**src/hdl/hash_table_internal_chaining_unit_macros.svh**
```systemverilog
// Assertion helpers for the controller RTL, which checks its own logic.
`ifndef HASH_TABLE_INTERNAL_CHAINING_UNIT_MACROS_SVH
`define HASH_TABLE_INTERNAL_CHAINING_UNIT_MACROS_SVH

// Consequent must hold in the same cycle as the antecedent.
`define HTC_ASSERT(label, clk, rst, ante, cons) \
   label: assert property (@(posedge clk) disable iff (rst) (ante) |-> (cons)) \
      else $error("hash table unit: same-cycle check failed");

// Consequent must hold in the cycle after the antecedent.
`define HTC_ASSERT_NEXT(label, clk, rst, ante, cons) \
   label: assert property (@(posedge clk) disable iff (rst) (ante) |=> (cons)) \
      else $error("hash table unit: next-cycle check failed");

`endif

```
**src/hdl/htc_pkg.sv**
```systemverilog
`timescale 1ns / 1ps

package htc_pkg;

   localparam int MODE_W             = 2;
   localparam int KEY_W              = 32;
   localparam int VAL_W              = 64;
   localparam int STATUS_W           = 2;
   localparam int SLOT_W             = 10;
   localparam int TABLE_SIZE_DEFAULT = 1024;

   typedef enum logic [MODE_W-1:0] {
      MODE_INSERT = 2'd0,
      MODE_LOOKUP = 2'd1,
      MODE_REMOVE = 2'd2,
      MODE_NONE   = 2'd3
   } mode_type;

   typedef enum logic [STATUS_W-1:0] {
      STATUS_DONE      = 2'd0,
      STATUS_PRESENT   = 2'd1,
      STATUS_NOT_FOUND = 2'd2,
      STATUS_FULL      = 2'd3
   } status_type;

   // One command per cycle to the slot memories: a read of every field at
   // one address, and a write of the selected fields at another.
   typedef struct packed {
      logic rd_en;
      logic wr_occ;
      logic wr_key;
      logic wr_val;
      logic wr_prev;
      logic wr_next;
   } mem_cmd_type;

endpackage

```
**src/hdl/htc_mod.sv**
```systemverilog
`timescale 1ns / 1ps

// Remainder by the table size through a reciprocal multiply. The quotient is
// the high half of the product with one fix-up step, and the remainder is
// what is left after one multiply and subtract. The dividend, the high half
// of the product, the quotient and the remainder are registered in turn.
module htc_mod import htc_pkg::*; #(
   parameter int TABLE_SIZE = TABLE_SIZE_DEFAULT
) (
   input  logic                          clock,
   input  logic                          reset,
   input  logic                          start,
   input  logic [KEY_W-1:0]              dividend,
   output logic                          done,
   output logic [$clog2(TABLE_SIZE)-1:0] remainder
);

   localparam int IDX_W = $clog2(TABLE_SIZE);
   localparam int SH    = IDX_W - 1;
   // Scaled reciprocal for the chosen shift; it is one for a power-of-two size.
   localparam longint unsigned RECIP_WIDE =
      (((64'd1 << IDX_W) - 64'(TABLE_SIZE)) << KEY_W) / 64'(TABLE_SIZE) + 64'd1;
   localparam logic [KEY_W-1:0] RECIP = KEY_W'(RECIP_WIDE);
   localparam logic [KEY_W-1:0] DIV_V = KEY_W'(TABLE_SIZE);

   logic [3:0]         stage_ff, stage_in;
   logic [KEY_W-1:0]   num_ff, num_in;
   logic [KEY_W-1:0]   t1_ff, t1_in;
   logic [KEY_W-1:0]   q_ff, q_in;
   logic [IDX_W-1:0]   rem_ff, rem_in;
   logic [2*KEY_W-1:0] prod;
   logic [KEY_W-1:0]   qd;

   assign prod = (2*KEY_W)'(num_ff) * (2*KEY_W)'(RECIP);
   // The product never exceeds the dividend, so it fits the key width.
   assign qd   = q_ff * DIV_V;

   always_comb begin
      stage_in = {stage_ff[2:0], start};
      num_in   = start ? dividend : num_ff;
      t1_in    = prod[2*KEY_W-1:KEY_W];
      q_in     = (t1_ff + ((num_ff - t1_ff) >> 1)) >> SH;
      rem_in   = IDX_W'(num_ff - qd);
   end

   always_ff @(posedge clock) begin
      if (reset) begin
         stage_ff <= '0;
      end else begin
         stage_ff <= stage_in;
      end
      num_ff <= num_in;
      t1_ff  <= t1_in;
      q_ff   <= q_in;
      rem_ff <= rem_in;
   end

   assign done      = stage_ff[3];
   assign remainder = rem_ff;

endmodule

```
**config.mk**
```make
export PLATFORM = sky130hd
export DESIGN_NAME = htc_mod
export DESIGN_NICKNAME = d
export VERILOG_FILES = /design/src/hdl/hash_table_internal_chaining_unit_macros.svh /design/src/hdl/htc_pkg.sv /design/src/hdl/htc_mod.sv
export SDC_FILE = /design/constraint.sdc
export NUM_CORES = 1
export LEC_CHECK = 0
export ABC_AREA = 1
export BUFFER_PORTS_ARGS = -buffer_cell sky130_fd_sc_hd__buf_2
export CAP_MARGIN = 30
export CELL_PAD_IN_SITES_DETAIL_PLACEMENT = 0
export CELL_PAD_IN_SITES_GLOBAL_PLACEMENT = 1
export CORE_ASPECT_RATIO = 0.8
export CORE_MARGIN = 5
export CORE_UTILIZATION = 27
export CTS_BUF_LIST = sky130_fd_sc_hd__clkbuf_8
export DETAILED_ROUTE_END_ITERATION = 8
export PLACE_DENSITY = 0.78
export SYNTH_ARGS = -nofsm -noshare
export SYNTH_HDL_FRONTEND = slang
export SYNTH_SLANG_ARGS = --single-unit
```
**constraint.sdc**
```tcl
create_clock -name clock -period 0.8 [get_ports clock]
set_clock_uncertainty 0.1 [all_clocks]
set_input_delay 0.08 -clock clock [delete_from_list [all_inputs] [get_ports clock]]
set_output_delay 0.08 -clock clock [all_outputs]
set_load 0.02 [all_outputs]
```
==> load_flow_metrics.sql, run 1 <==
INSERT INTO impl_metrics (metric_group, metric, value, unit) VALUES
('status', 'status', 'complete, but fails checks', ''),
('status', 'violations', 'setup timing', ''),
('logic_synthesis', 'synthXorXnorAreaFrac', '0', ''),
('pwr', 'power', '2.31', 'mW'),
('placed_design', 'dpl.cell_count', '80', ''),
('clock_network', 'cts_inserted_buffers', '3', ''),
('clock_network', 'worstSkewPairLatency', '0.26', 'ns'),
('cells_and_area', 'final_net_count', '106', ''),
('timing', 'period_minus_slack', '0.878', 'ns'),
('floorplanning', 'die_width', '63.2', 'um'),
('clock_network', 'worst_setup_hold_path_clk_slew', '0.08', 'ns'),
('logic_synthesis', 'synth.mux.area_fraction', '0', ''),
('clock_network', 'clock-sinks', '24', ''),
('placed_design', 'buffer_ports.inserted', '23', ''),
('timing', 'report.final.hold_viol_count', '0', ''),
('setup_path', 'startpoint_type', 'register', ''),
('cells_and_area', 'finish.instance_area', '1010', 'um2'),
('logic_synthesis', 'synth-seq-cells', '24', ''),
('logic_synthesis', 'synth_sequential_area_ratio', '0.951', ''),
('logic_synthesis', 'synth_warnings', '0', ''),
('routing', 'detailedRoute.firstPassIterationCount', '2', ''),
('timing', 'finalSetupTns', '-0.821', 'ns'),
('global_routing', 'grt_max_degree', '14', ''),
('routing', 'drt_total_wl', '892', 'um'),
('clock_network', 'clk_path_buf_depth', '2', ''),
('floorplanning', 'fp.coreArea', '2160', 'um2'),
('placed_design', 'place_congestion', '0.589', ''),
('logic_synthesis', 'synth.cell_area', '611', 'um2'),
('routing', 'via_density_per_instance', '3.69', ''),
('timing', 'maxClockFrequency', '1140', 'MHz'),
('cells_and_area', 'final_cell_count_no_fill', '95', ''),
('setup_path', 'worst_path_largest_cell_delay', '0.32', 'ns'),
('floorplanning', 'floorplan.initialDensity', '0.283', ''),
('global_routing', 'number_of_antenna_violations_at_the_first_check_in_global_routing', '0', ''),
('logic_synthesis', 'post_synth_top_area_cell', 'edfxtp_1', ''),
('cells_and_area', 'fill_cells', '195', ''),
('timing', 'rsz0062_at_grt', 'true', ''),
('clock_network', 'htree_levels', '1', ''),
('logic_synthesis', 'dominant_combinational_cell_family_by_area_after_synthesis', 'buffers and inverters', ''),
('setup_path', 'timing.critical_path.fanout_max', '1', ''),
('timing', 'finalSetupViolCount', '15', ''),
('routing', 'antenna_violating_nets_post_route', '0', ''),
('setup_path', 'path_class', 'reg -> out', ''),
('cells_and_area', 'layout.area.seq', '594', 'um2'),
('routing', 'detail_route.wl_per_cell', '9.39', 'um'),
('pwr', 'power.ir.vdd_worst', '1.45', 'mV'),
('timing', 'max_slew_headroom', '0.841', ''),
('timing', 'layout_setup_ws', '-0.0778', 'ns'),
('logic_synthesis', 'yosys.cell_types.count', '4', ''),
('routing', 'drc_errors', '0', ''),
('global_routing', 'grt_first_pass_wirelength', '1440', 'um'),
('placed_design', 'placement.setup.worst_slack', '0.0495', 'ns'),
('routing', 'routed-via-count', '351', ''),
('placed_design', 'placedInstanceArea', '757', 'um2'),
('pwr', 'p_per_area', '2290', 'nW/um2'),
('global_routing', 'global_route.usage.total', '0.0602', ''),
('routing', 'detail_route.iter0.violations', '7', ''),
('job', 'cap_viol_max_count', '0', ''),
('timing', 'final-max-slew-violation-count', '0', ''),
('setup_path', 'cp_data_arrival_time', '0.70', 'ns'),
('floorplanning', 'boundaryPins', '46', ''),
('logic_synthesis', 'synth.area.top_cells', 'edfxtp_1 (49%), dfxtp_1 (46%), inv_1 (2.5%), nor2_1 (2.5%)', ''),
('cells_and_area', 'final_layout_size_suffix_gt1_frac', '0.543', ''),
('floorplanning', 'fp-row-count', '15', ''),
('clock_network', 'ctsRootBufferMaster', 'clkbuf_8', ''),
('setup_path', 'cp.required', '0.62', 'ns'),
('setup_path', 'critical_path_buf_inv_count', '1', ''),
('cells_and_area', 'antenna_cells_inserted', '0', ''),
('global_routing', 'grt_remaining_overflow', '0', ''),
('clock_network', 'tritoncts', 'yes', ''),
('logic_synthesis', 'synthesis.instances', '32', '');
-- cells in the mapped netlist --
cell type	count
inv_1	4
dfxtp_1	14
edfxtp_1	10
nor2_1	4
-- layout by cell type, fill, tap and decap left out --
cell             n
buf_2           12
buf_6           11
dfxtp_2         11
edfxtp_1        10
dlygate4sd3_1    7
inv_1            5
dlymetal6s4s_1   4
nor2_1           3
clkbuf_8         3
dfxtp_1          3
nor2_2           1
-- timing repair --
| item | CTS | global route |
|---|---|---|
| endpoints found under the setup margin | 11 | 16 |
| buffers inserted | 0 | 0 |
| hold buffers | 6 | 5 |
| resized for setup | 33 | 5 |
| endpoints found under the hold margin | 14 | 5 |
-- worst paths after layout --
kind,start,end,slack [ns],depth (start not counted)
worst max-delay path,remainder[3],remainder[3],-0.08,1
worst min register to register,num_ff[8],remainder[8],0.24,0
worst max register to register,stage_ff[1],stage_ff[2],0.22,2
worst min-delay path,start,stage_ff[0],0.05,3
-- power breakdown --
part           leakage [nW]  switching [mW]  internal (mW)
combinational         0.214          0.0938          0.135
clock                0.0269           0.335          0.342
sequential            0.216          0.0255           1.37
total                 0.456           0.455           1.85
-- kinds of logic (layout without fill, tap and decap cells) --
kind of cell / count (synthesis) / in the layout
buffers and inverters: 4 / 42
AND/OR/NAND/NOR: 4 / 4
flip-flops: 24 / 24
-- state kept, by name, indices dropped and copies added (netlist names) --
signal and cells:
num_ff 10, remainder 10, stage_ff 4
-- layout make-up --
type | instances | area share
Inverter | 4 | 0.0149
Timing Repair Buffer | 34 | 0.302
Clock inverter | 1 | 0.00373
Tap cell | 25 | 0.0311
Multi-Input combinational cell | 4 | 0.0174
Sequential cell | 24 | 0.590
Clock buffer | 3 | 0.0410
-- routing by layer --
metal  global-route usage  part of all wire
met1               0.0493              0.33
met2                0.113              0.54
met3               0.0494              0.12
met4               0.0106                 0
met5                    0                 0
Power figures use the tool's default switching activity.
==> inputs of run 2 (changes only) <==
--- a/config.mk
+++ b/config.mk
@@ -15,6 +15,7 @@
 export CORE_UTILIZATION = 27
 export CTS_BUF_LIST = sky130_fd_sc_hd__clkbuf_8
 export DETAILED_ROUTE_END_ITERATION = 8
+export HOLD_SLACK_MARGIN = 0.08
 export PLACE_DENSITY = 0.78
 export SYNTH_ARGS = -nofsm -noshare
 export SYNTH_HDL_FRONTEND = slang
==> constraint.sdc (replaced) <==
create_clock -name clock -period 0.8 [get_ports clock]
set_clock_uncertainty 0.1 [all_clocks]
set_input_delay 0.08 -clock clock [delete_from_list [all_inputs] [get_ports clock]]
set_output_delay 0.08 -clock clock [all_outputs]
set_load 0.01 [all_outputs]
==> run 2 against run 1 <==
Against the previous run:
- the flow still finishes with violations (setup timing)
- clock power about the same
- core utilization fell by 2.6 points
- die area is the same
- first-iteration DRC count up 14%
- setup slack gained 0.012 ns
- global-route usage barely moved
- sequential share of layout area is 2.5 points higher
- final cell count stayed put
- clock-buffer cell count did not move
- sequential cell count unchanged
==> load_flow_metrics.sql, run 2 (same netlist as run 1, synthesis figures left out) <==
INSERT INTO impl_metrics (metric_group, metric, value, unit) VALUES
('setup_path', 'setup.reg_to_reg.worst_slack', '0.22', 'ns'),
('global_routing', 'grt_max_degree', '14', ''),
('pwr', 'pwr-share-seq', '0.622', ''),
('floorplanning', 'boundaryPins', '46', ''),
('floorplanning', 'die_width', '63.2', 'um'),
('pwr', 'total_leakage_power', '0.434', 'nW'),
('cells_and_area', 'mostFrequentLayoutCell', 'buf_2', ''),
('setup_path', 'cp_data_arrival_time', '0.69', 'ns'),
('routing', 'detail_route.iter0.violations', '8', ''),
('clock_network', 'worstSkewPairLatency', '0.26', 'ns'),
('hold_path', 'timing.hold.worst.class', 'in -> reg', ''),
('timing', 'finalSetupTns', '-0.679', 'ns'),
('cells_and_area', 'final_cell_count_no_fill', '95', ''),
('clock_network', 'ctsRootBufferMaster', 'clkbuf_8', ''),
('routing', 'routed-via-count', '356', ''),
('setup_path', 'path_depth', '1', ''),
('routing', 'via_density_per_instance', '3.75', ''),
('cells_and_area', 'final_net_count', '106', ''),
('pwr', 'p_per_area', '2340', 'nW/um2'),
('setup_path', 'critical-path-slowest-cell', 'dfxtp_2', ''),
('clock_network', 'clk_path_buf_depth', '2', ''),
('setup_path', 'endpoint', 'remainder[3]', ''),
('global_routing', 'grt_first_pass_wirelength', '1440', 'um'),
('setup_path', 'cp.required', '0.62', 'ns'),
('cells_and_area', 'fill_cells', '196', ''),
('timing', 'layout_setup_ws', '-0.0658', 'ns'),
('status', 'status', 'complete, but fails checks', ''),
('placed_design', 'dpl.cell_count', '80', ''),
('timing', 'layout_worst_path_cycle_share', '1.08', ''),
('setup_path', 'critical_path_buf_inv_count', '1', ''),
('setup_path', 'crit-reg2reg-capture', 'stage_ff[2]', ''),
('clock_network', 'tritoncts', 'yes', ''),
('global_routing', 'grt_remaining_overflow', '0', ''),
('clock_network', 'worst_setup_hold_path_clk_slew', '0.07', 'ns'),
('timing', 'finalSetupViolCount', '15', ''),
('cells_and_area', 'antenna_cells_inserted', '0', ''),
('timing', 'final-max-slew-violation-count', '0', ''),
('cells_and_area', 'finish.utilization', '0.441', ''),
('pwr', 'power.net_switching', '0.416', 'mW'),
('routing', 'detail_route.wl_per_cell', '9.24', 'um'),
('setup_path', 'timing.critical_path.fanout_max', '1', ''),
('setup_path', 'critical_path.startpoint', 'remainder[3]', ''),
('setup_path', 'crit_path_cell_trace', 'buf_6', ''),
('cells_and_area', 'final_layout_size_suffix_gt1_frac', '0.443', ''),
('routing', 'drc_errors', '0', ''),
('timing', 'period_minus_slack', '0.866', 'ns'),
('setup_path', 'worst_path_largest_cell_delay', '0.32', 'ns'),
('pwr', 'power_report.internal_total', '1.81', 'mW'),
('timing', 'max_slew.worst_pin.slew', '0.242', 'ns'),
('routing', 'drt_total_wl', '878', 'um'),
('clock_network', 'cts_inserted_buffers', '3', ''),
('timing', 'maxClockFrequency', '1160', 'MHz'),
('pwr', 'power.ir.vdd_worst', '1.45', 'mV'),
('timing', 'rsz0062_at_grt', 'true', ''),
('setup_path', 'path_class', 'reg -> out', ''),
('routing', 'detailedRoute.firstPassIterationCount', '2', ''),
('pwr', 'share_comb_of_total_power', '0.075', ''),
('timing', 'report.final.hold_viol_count', '0', ''),
('clock_network', 'clock-sinks', '24', ''),
('floorplanning', 'fp.dieArea', '3320', 'um2'),
('status', 'violations', 'setup timing', ''),
('setup_path', 'startpoint_type', 'register', ''),
('routing', 'antenna_violating_nets_post_route', '0', ''),
('global_routing', 'number_of_antenna_violations_at_the_first_check_in_global_routing', '0', ''),
('setup_path', 'setup.worst_path.end_class', 'output port', ''),
('job', 'cap_viol_max_count', '0', ''),
('floorplanning', 'fp-row-count', '15', ''),
('cells_and_area', 'most-common-layout-cells', 'buf_2 (19), edfxtp_1 (10), dfxtp_1 (10)', ''),
('clock_network', 'htree_levels', '1', ''),
('setup_path', 'reg2reg_depth', '2', ''),
('floorplanning', 'fp.coreArea', '2160', 'um2'),
('cells_and_area', 'flow.area_growth_from_synthesis', '55.9', '%'),
('global_routing', 'grt_pass1_vias', '346', ''),
('pwr', 'clock_power_share', '0.303', ''),
('setup_path', 'regToRegStartpoint', 'stage_ff[1]', ''),
('clock_network', 'setup_bufs_post_cts', '0', ''),
('pwr', 'power', '2.23', 'mW'),
('timing', 'max_slew_headroom', '0.839', ''),
('setup_path', 'timing.critical_path.max_delay_family', 'flip-flops', ''),
('global_routing', 'global_route.usage.total', '0.0598', ''),
('pwr', 'power_switching_share', '0.187', ''),
('floorplanning', 'die_height', '52.5', 'um'),
('placed_design', 'buffer_ports.inserted', '23', ''),
('floorplanning', 'floorplan.initialDensity', '0.283', ''),
('placed_design', 'place_congestion', '0.589', '');
## run 2: cell types whose count changed in the layout (fill, tap and decap cells not counted), sizes merged
cell	previous run	this run
dlygate4sd3	7	8
dlymetal6s4s	4	3
## run 2: power groups by stage
| stage | registers, mW | clock network [mW] | logic, mW |
|---|---|---|---|
| detailed placement | 1.41 | 0 | 0.108 |
| global route | 1.40 | 0.763 | 0.183 |
| floorplan | 1.43 | 0 | 0.00526 |
| global placement | 1.41 | 0 | 0.107 |
| finish | 1.39 | 0.675 | 0.167 |
| CTS | 1.38 | 0.709 | 0.131 |
## run 2: area by class of cell
| class | instances | area [um2] | share of cell area |
|---|---|---|---|
| Clock inverter | 1 | 3.75 | 0.00394 |
| Tap cell | 25 | 31.3 | 0.0329 |
| Sequential cell | 24 | 586 | 0.615 |
| Inverter | 4 | 15.0 | 0.0158 |
| Multi-Input combinational cell | 4 | 17.5 | 0.0184 |
| Clock buffer | 3 | 41.3 | 0.0434 |
| Timing Repair Buffer | 34 | 258 | 0.271 |
## run 2: worst min-delay path by stage
stage	from	end	depth (start not counted)
3_3_place_gp	dividend[8]	num_ff[8]	1
4_1_cts	dividend[8]	num_ff[8]	1
6_report	start	stage_ff[0]	3
3_5_place_dp	dividend[8]	num_ff[8]	1
5_1_grt	start	stage_ff[0]	3
2_1_floorplan	reset	stage_ff[0]	1
## run 2: stage by stage
stage / cell area [um2] / setup WS [ns] / hold WS, ns
final: 952 / -0.0658 / 0.0509
after global routing: 952 / -0.105 / 0.0676
after CTS: 862 / -0.0883 / -0.111
after detailed placement: 757 / 0.0495 / 0.158
after global placement: 757 / 0.0595 / 0.158
after floorplan: 611 / 0.250 / 0.0512
## run 2: layer usage
metal  wire length (um)  vias to the layer above  GRT usage
li1                   -                      177          -
met1                310                      161     0.0506
met4                  0                        0     0.0106
met5                  0                        -          0
met3                110                        0     0.0515
met2                457                       18      0.108
## run 2: what timing repair did
action	CTS	global route
setup endpoints to repair	11	15
hold buffers	6	5
endpoints found under the hold margin	14	7
gates resized for setup	0	12
==> inputs of run 3 (changes only) <==
--- a/config.mk
+++ b/config.mk
@@ -11,7 +11,7 @@
 export CELL_PAD_IN_SITES_DETAIL_PLACEMENT = 0
 export CELL_PAD_IN_SITES_GLOBAL_PLACEMENT = 1
 export CORE_ASPECT_RATIO = 0.8
-export CORE_MARGIN = 5
+export CORE_MARGIN = 2
 export CORE_UTILIZATION = 27
 export CTS_BUF_LIST = sky130_fd_sc_hd__clkbuf_8
 export DETAILED_ROUTE_END_ITERATION = 8
==> run 3 against run 2 <==
Against the previous run:
- the flow still finishes with violations (setup timing)
- worst hold slack is essentially flat
- die area shrank 20%
- non-clock buffer count shrank 2
- power grew 15%
- critical endpoint unchanged
==> load_flow_metrics.sql, run 3 (same netlist as run 1, synthesis figures left out) <==
INSERT INTO impl_metrics (metric_group, metric, value, unit) VALUES
('setup_path', 'timing.critical_path.fanout_max', '1', ''),
('routing', 'via_density_per_instance', '3.76', ''),
('timing', 'period_minus_slack', '0.871', 'ns'),
('timing', 'layout_setup_ws', '-0.0712', 'ns'),
('global_routing', 'grt_first_pass_wirelength', '1120', 'um'),
('timing', 'report.final.hold_viol_count', '0', ''),
('status', 'violations', 'setup timing', ''),
('timing', 'rsz0062_at_grt', 'true', ''),
('setup_path', 'reg2reg_depth', '0', ''),
('global_routing', 'grt_remaining_overflow', '0', ''),
('hold_path', 'startpoint_of_the_most_critical_hold_path', 'start', ''),
('setup_path', 'cp.required', '0.62', 'ns'),
('setup_path', 'setup.worst_path.end_class', 'output port', ''),
('pwr', 'total_leakage_power', '0.417', 'nW'),
('clock_network', 'worst_setup_hold_path_clk_slew', '0.08', 'ns'),
('setup_path', 'setup.reg_to_reg.worst_slack', '0.20', 'ns'),
('clock_network', 'clk_path_buf_depth', '2', ''),
('clock_network', 'setup_bufs_post_cts', '0', ''),
('cells_and_area', 'multi_input_comb_area', '15.0', 'um2'),
('hold_path', 'min_to', 'stage_ff[0]', ''),
('pwr', 'p_per_area', '2670', 'nW/um2'),
('setup_path', 'critical_path_buf_inv_count', '1', ''),
('floorplanning', 'boundaryPins', '46', ''),
('setup_path', 'regToRegStartpoint', 'num_ff[2]', ''),
('timing', 'max_slew_headroom', '0.839', ''),
('cells_and_area', 'mostFrequentLayoutCell', 'buf_2', ''),
('setup_path', 'critical-path-slowest-cell', 'dfxtp_2', ''),
('cells_and_area', 'final_net_count', '104', ''),
('hold_path', 'timing.hold.worst.class', 'in -> reg', ''),
('placed_design', 'dpl.cell_count', '80', ''),
('placed_design', 'place_congestion', '0.565', ''),
('placed_design', 'buffer_ports.inserted', '23', ''),
('clock_network', 'htree_levels', '1', ''),
('status', 'status', 'complete, but fails checks', ''),
('cells_and_area', 'finish.instance_area', '961', 'um2'),
('cells_and_area', 'flow.area_growth_from_synthesis', '57.4', '%'),
('cells_and_area', 'layout.area.seq', '586', 'um2'),
('cells_and_area', 'most-common-layout-cells', 'buf_2 (17), dlygate4sd3_1 (10), edfxtp_1 (10), dfxtp_1 (10)', ''),
('clock_network', 'ctsRootBufferMaster', 'clkbuf_8', ''),
('pwr', 'clock_power_share', '0.397', ''),
('pwr', 'power.net_switching', '0.434', 'mW'),
('job', 'cap_viol_max_count', '0', ''),
('timing', 'layout_worst_path_cycle_share', '1.09', ''),
('routing', 'antenna_violating_nets_post_route', '0', ''),
('global_routing', 'number_of_antenna_violations_at_the_first_check_in_global_routing', '0', ''),
('pwr', 'power_report.internal_total', '2.14', 'mW'),
('routing', 'detail_route.wl_per_cell', '8.77', 'um'),
('setup_path', 'path_class', 'reg -> out', ''),
('setup_path', 'crit_path_cell_trace', 'buf_6', ''),
('clock_network', 'clock-sinks', '24', ''),
('setup_path', 'startpoint_type', 'register', ''),
('floorplanning', 'fp-row-count', '15', ''),
('setup_path', 'timing.critical_path.max_delay_family', 'flip-flops', ''),
('global_routing', 'grt_max_degree', '15', ''),
('clock_network', 'tritoncts', 'yes', ''),
('routing', 'drt_total_wl', '816', 'um'),
('routing', 'drc_errors', '0', ''),
('floorplanning', 'floorplan.initialDensity', '0.285', ''),
('routing', 'routed-via-count', '350', ''),
('clock_network', 'cts_inserted_buffers', '3', ''),
('floorplanning', 'die_height', '46.5', 'um'),
('cells_and_area', 'final_layout_size_suffix_gt1_frac', '0.426', ''),
('cells_and_area', 'antenna_cells_inserted', '0', ''),
('setup_path', 'crit-reg2reg-capture', 'remainder[2]', ''),
('floorplanning', 'fp.dieArea', '2660', 'um2'),
('pwr', 'pwr-share-seq', '0.540', ''),
('pwr', 'share_comb_of_total_power', '0.062', ''),
('setup_path', 'cp_data_arrival_time', '0.69', 'ns'),
('hold_path', 'hold-path-cell-count', '3', ''),
('pwr', 'power_switching_share', '0.169', ''),
('placed_design', 'placedInstanceArea', '757', 'um2'),
('global_routing', 'global_route.usage.total', '0.0624', ''),
('timing', 'maxClockFrequency', '1150', 'MHz'),
('cells_and_area', 'final_cell_count_no_fill', '93', ''),
('floorplanning', 'die_width', '57.2', 'um'),
('clock_network', 'worstSkewPairLatency', '0.26', 'ns'),
('floorplanning', 'fp.coreArea', '2140', 'um2'),
('setup_path', 'worst_path_largest_cell_delay', '0.32', 'ns'),
('routing', 'detailedRoute.firstPassIterationCount', '2', ''),
('routing', 'detail_route.iter0.violations', '5', ''),
('global_routing', 'grt_pass1_vias', '297', ''),
('timing', 'finalSetupTns', '-0.757', 'ns'),
('pwr', 'power.ir.vdd_worst', '1.37', 'mV'),
('timing', 'max_slew.worst_pin.slew', '0.242', 'ns'),
('cells_and_area', 'fill_cells', '205', ''),
('timing', 'final-max-slew-violation-count', '0', ''),
('timing', 'finalSetupViolCount', '15', '');
## run 3: cell count changes in the layout (fill, tap and decap cells not counted)
cell,before,now
dlygate4sd3_1,8,10
bufinv_16,0,1
nor2_2,1,0
buf_2,19,17
nor2_1,3,4
dlymetal6s4s_1,3,1
inv_1,5,4
## run 3: what timing repair did
item                                   4_1_cts  5_1_grt
gates resized for setup                      0        9
endpoints found under the hold margin       14        4
hold buffers                                 8        3
setup endpoints to repair                   11       14
## run 3: area by class of cell
type                            instances  area share
Clock buffer                            3      0.0430
Tap cell                               25      0.0326
Multi-Input combinational cell          4      0.0156
Clock inverter                          1      0.0312
Sequential cell                        24       0.609
Inverter                                4      0.0156
Timing Repair Buffer                   32       0.253
## run 3: power by group through the flow
stage               Combinational (mW)  Clock [mW]  Sequential (mW)
floorplan                      0.00526           0             1.43
global placement                 0.106           0             1.41
detailed placement               0.108           0             1.41
CTS                              0.137        1.06             1.38
global route                     0.173        1.11             1.40
finish                           0.160        1.02             1.39
## run 3: routing by layer
| layer | GRT usage | wire length, um | up-vias |
|---|---|---|---|
| li1 | - | - | 173 |
| met1 | 0.0518 | 293 | 159 |
| met2 | 0.117 | 440 | 18 |
| met3 | 0.0506 | 82 | 0 |
| met4 | 0.0140 | 0 | 0 |
| met5 | 0 | 0 | - |
## run 3: per-stage QoR
| step | power, mW | hold slack, ns | utilization | setup slack (ns) |
|---|---|---|---|---|
| final | 2.57 | 0.0506 | 0.449 | -0.0712 |
| after global routing | 2.68 | 0.0600 | 0.449 | -0.117 |
| after CTS | 2.58 | -0.109 | 0.425 | -0.0938 |
| after detailed placement | 1.52 | 0.158 | 0.354 | 0.0473 |
| after global placement | 1.52 | 0.158 | 0.354 | 0.0579 |
| after floorplan | 1.44 | 0.0512 | - | 0.250 |
## run 3: how the worst max path moves through the flow
stage | from | endpoint | slack [ns] | depth (start not counted)
after floorplan | num_ff[0] | remainder[0] | 0.25 | 0
after global placement | start | num_ff[7] | 0.06 | 1
after detailed placement | start | num_ff[7] | 0.05 | 1
final | remainder[3] | remainder[3] | -0.07 | 1
after CTS | remainder[8] | remainder[8] | -0.09 | 1
after global routing | remainder[8] | remainder[8] | -0.12 | 1
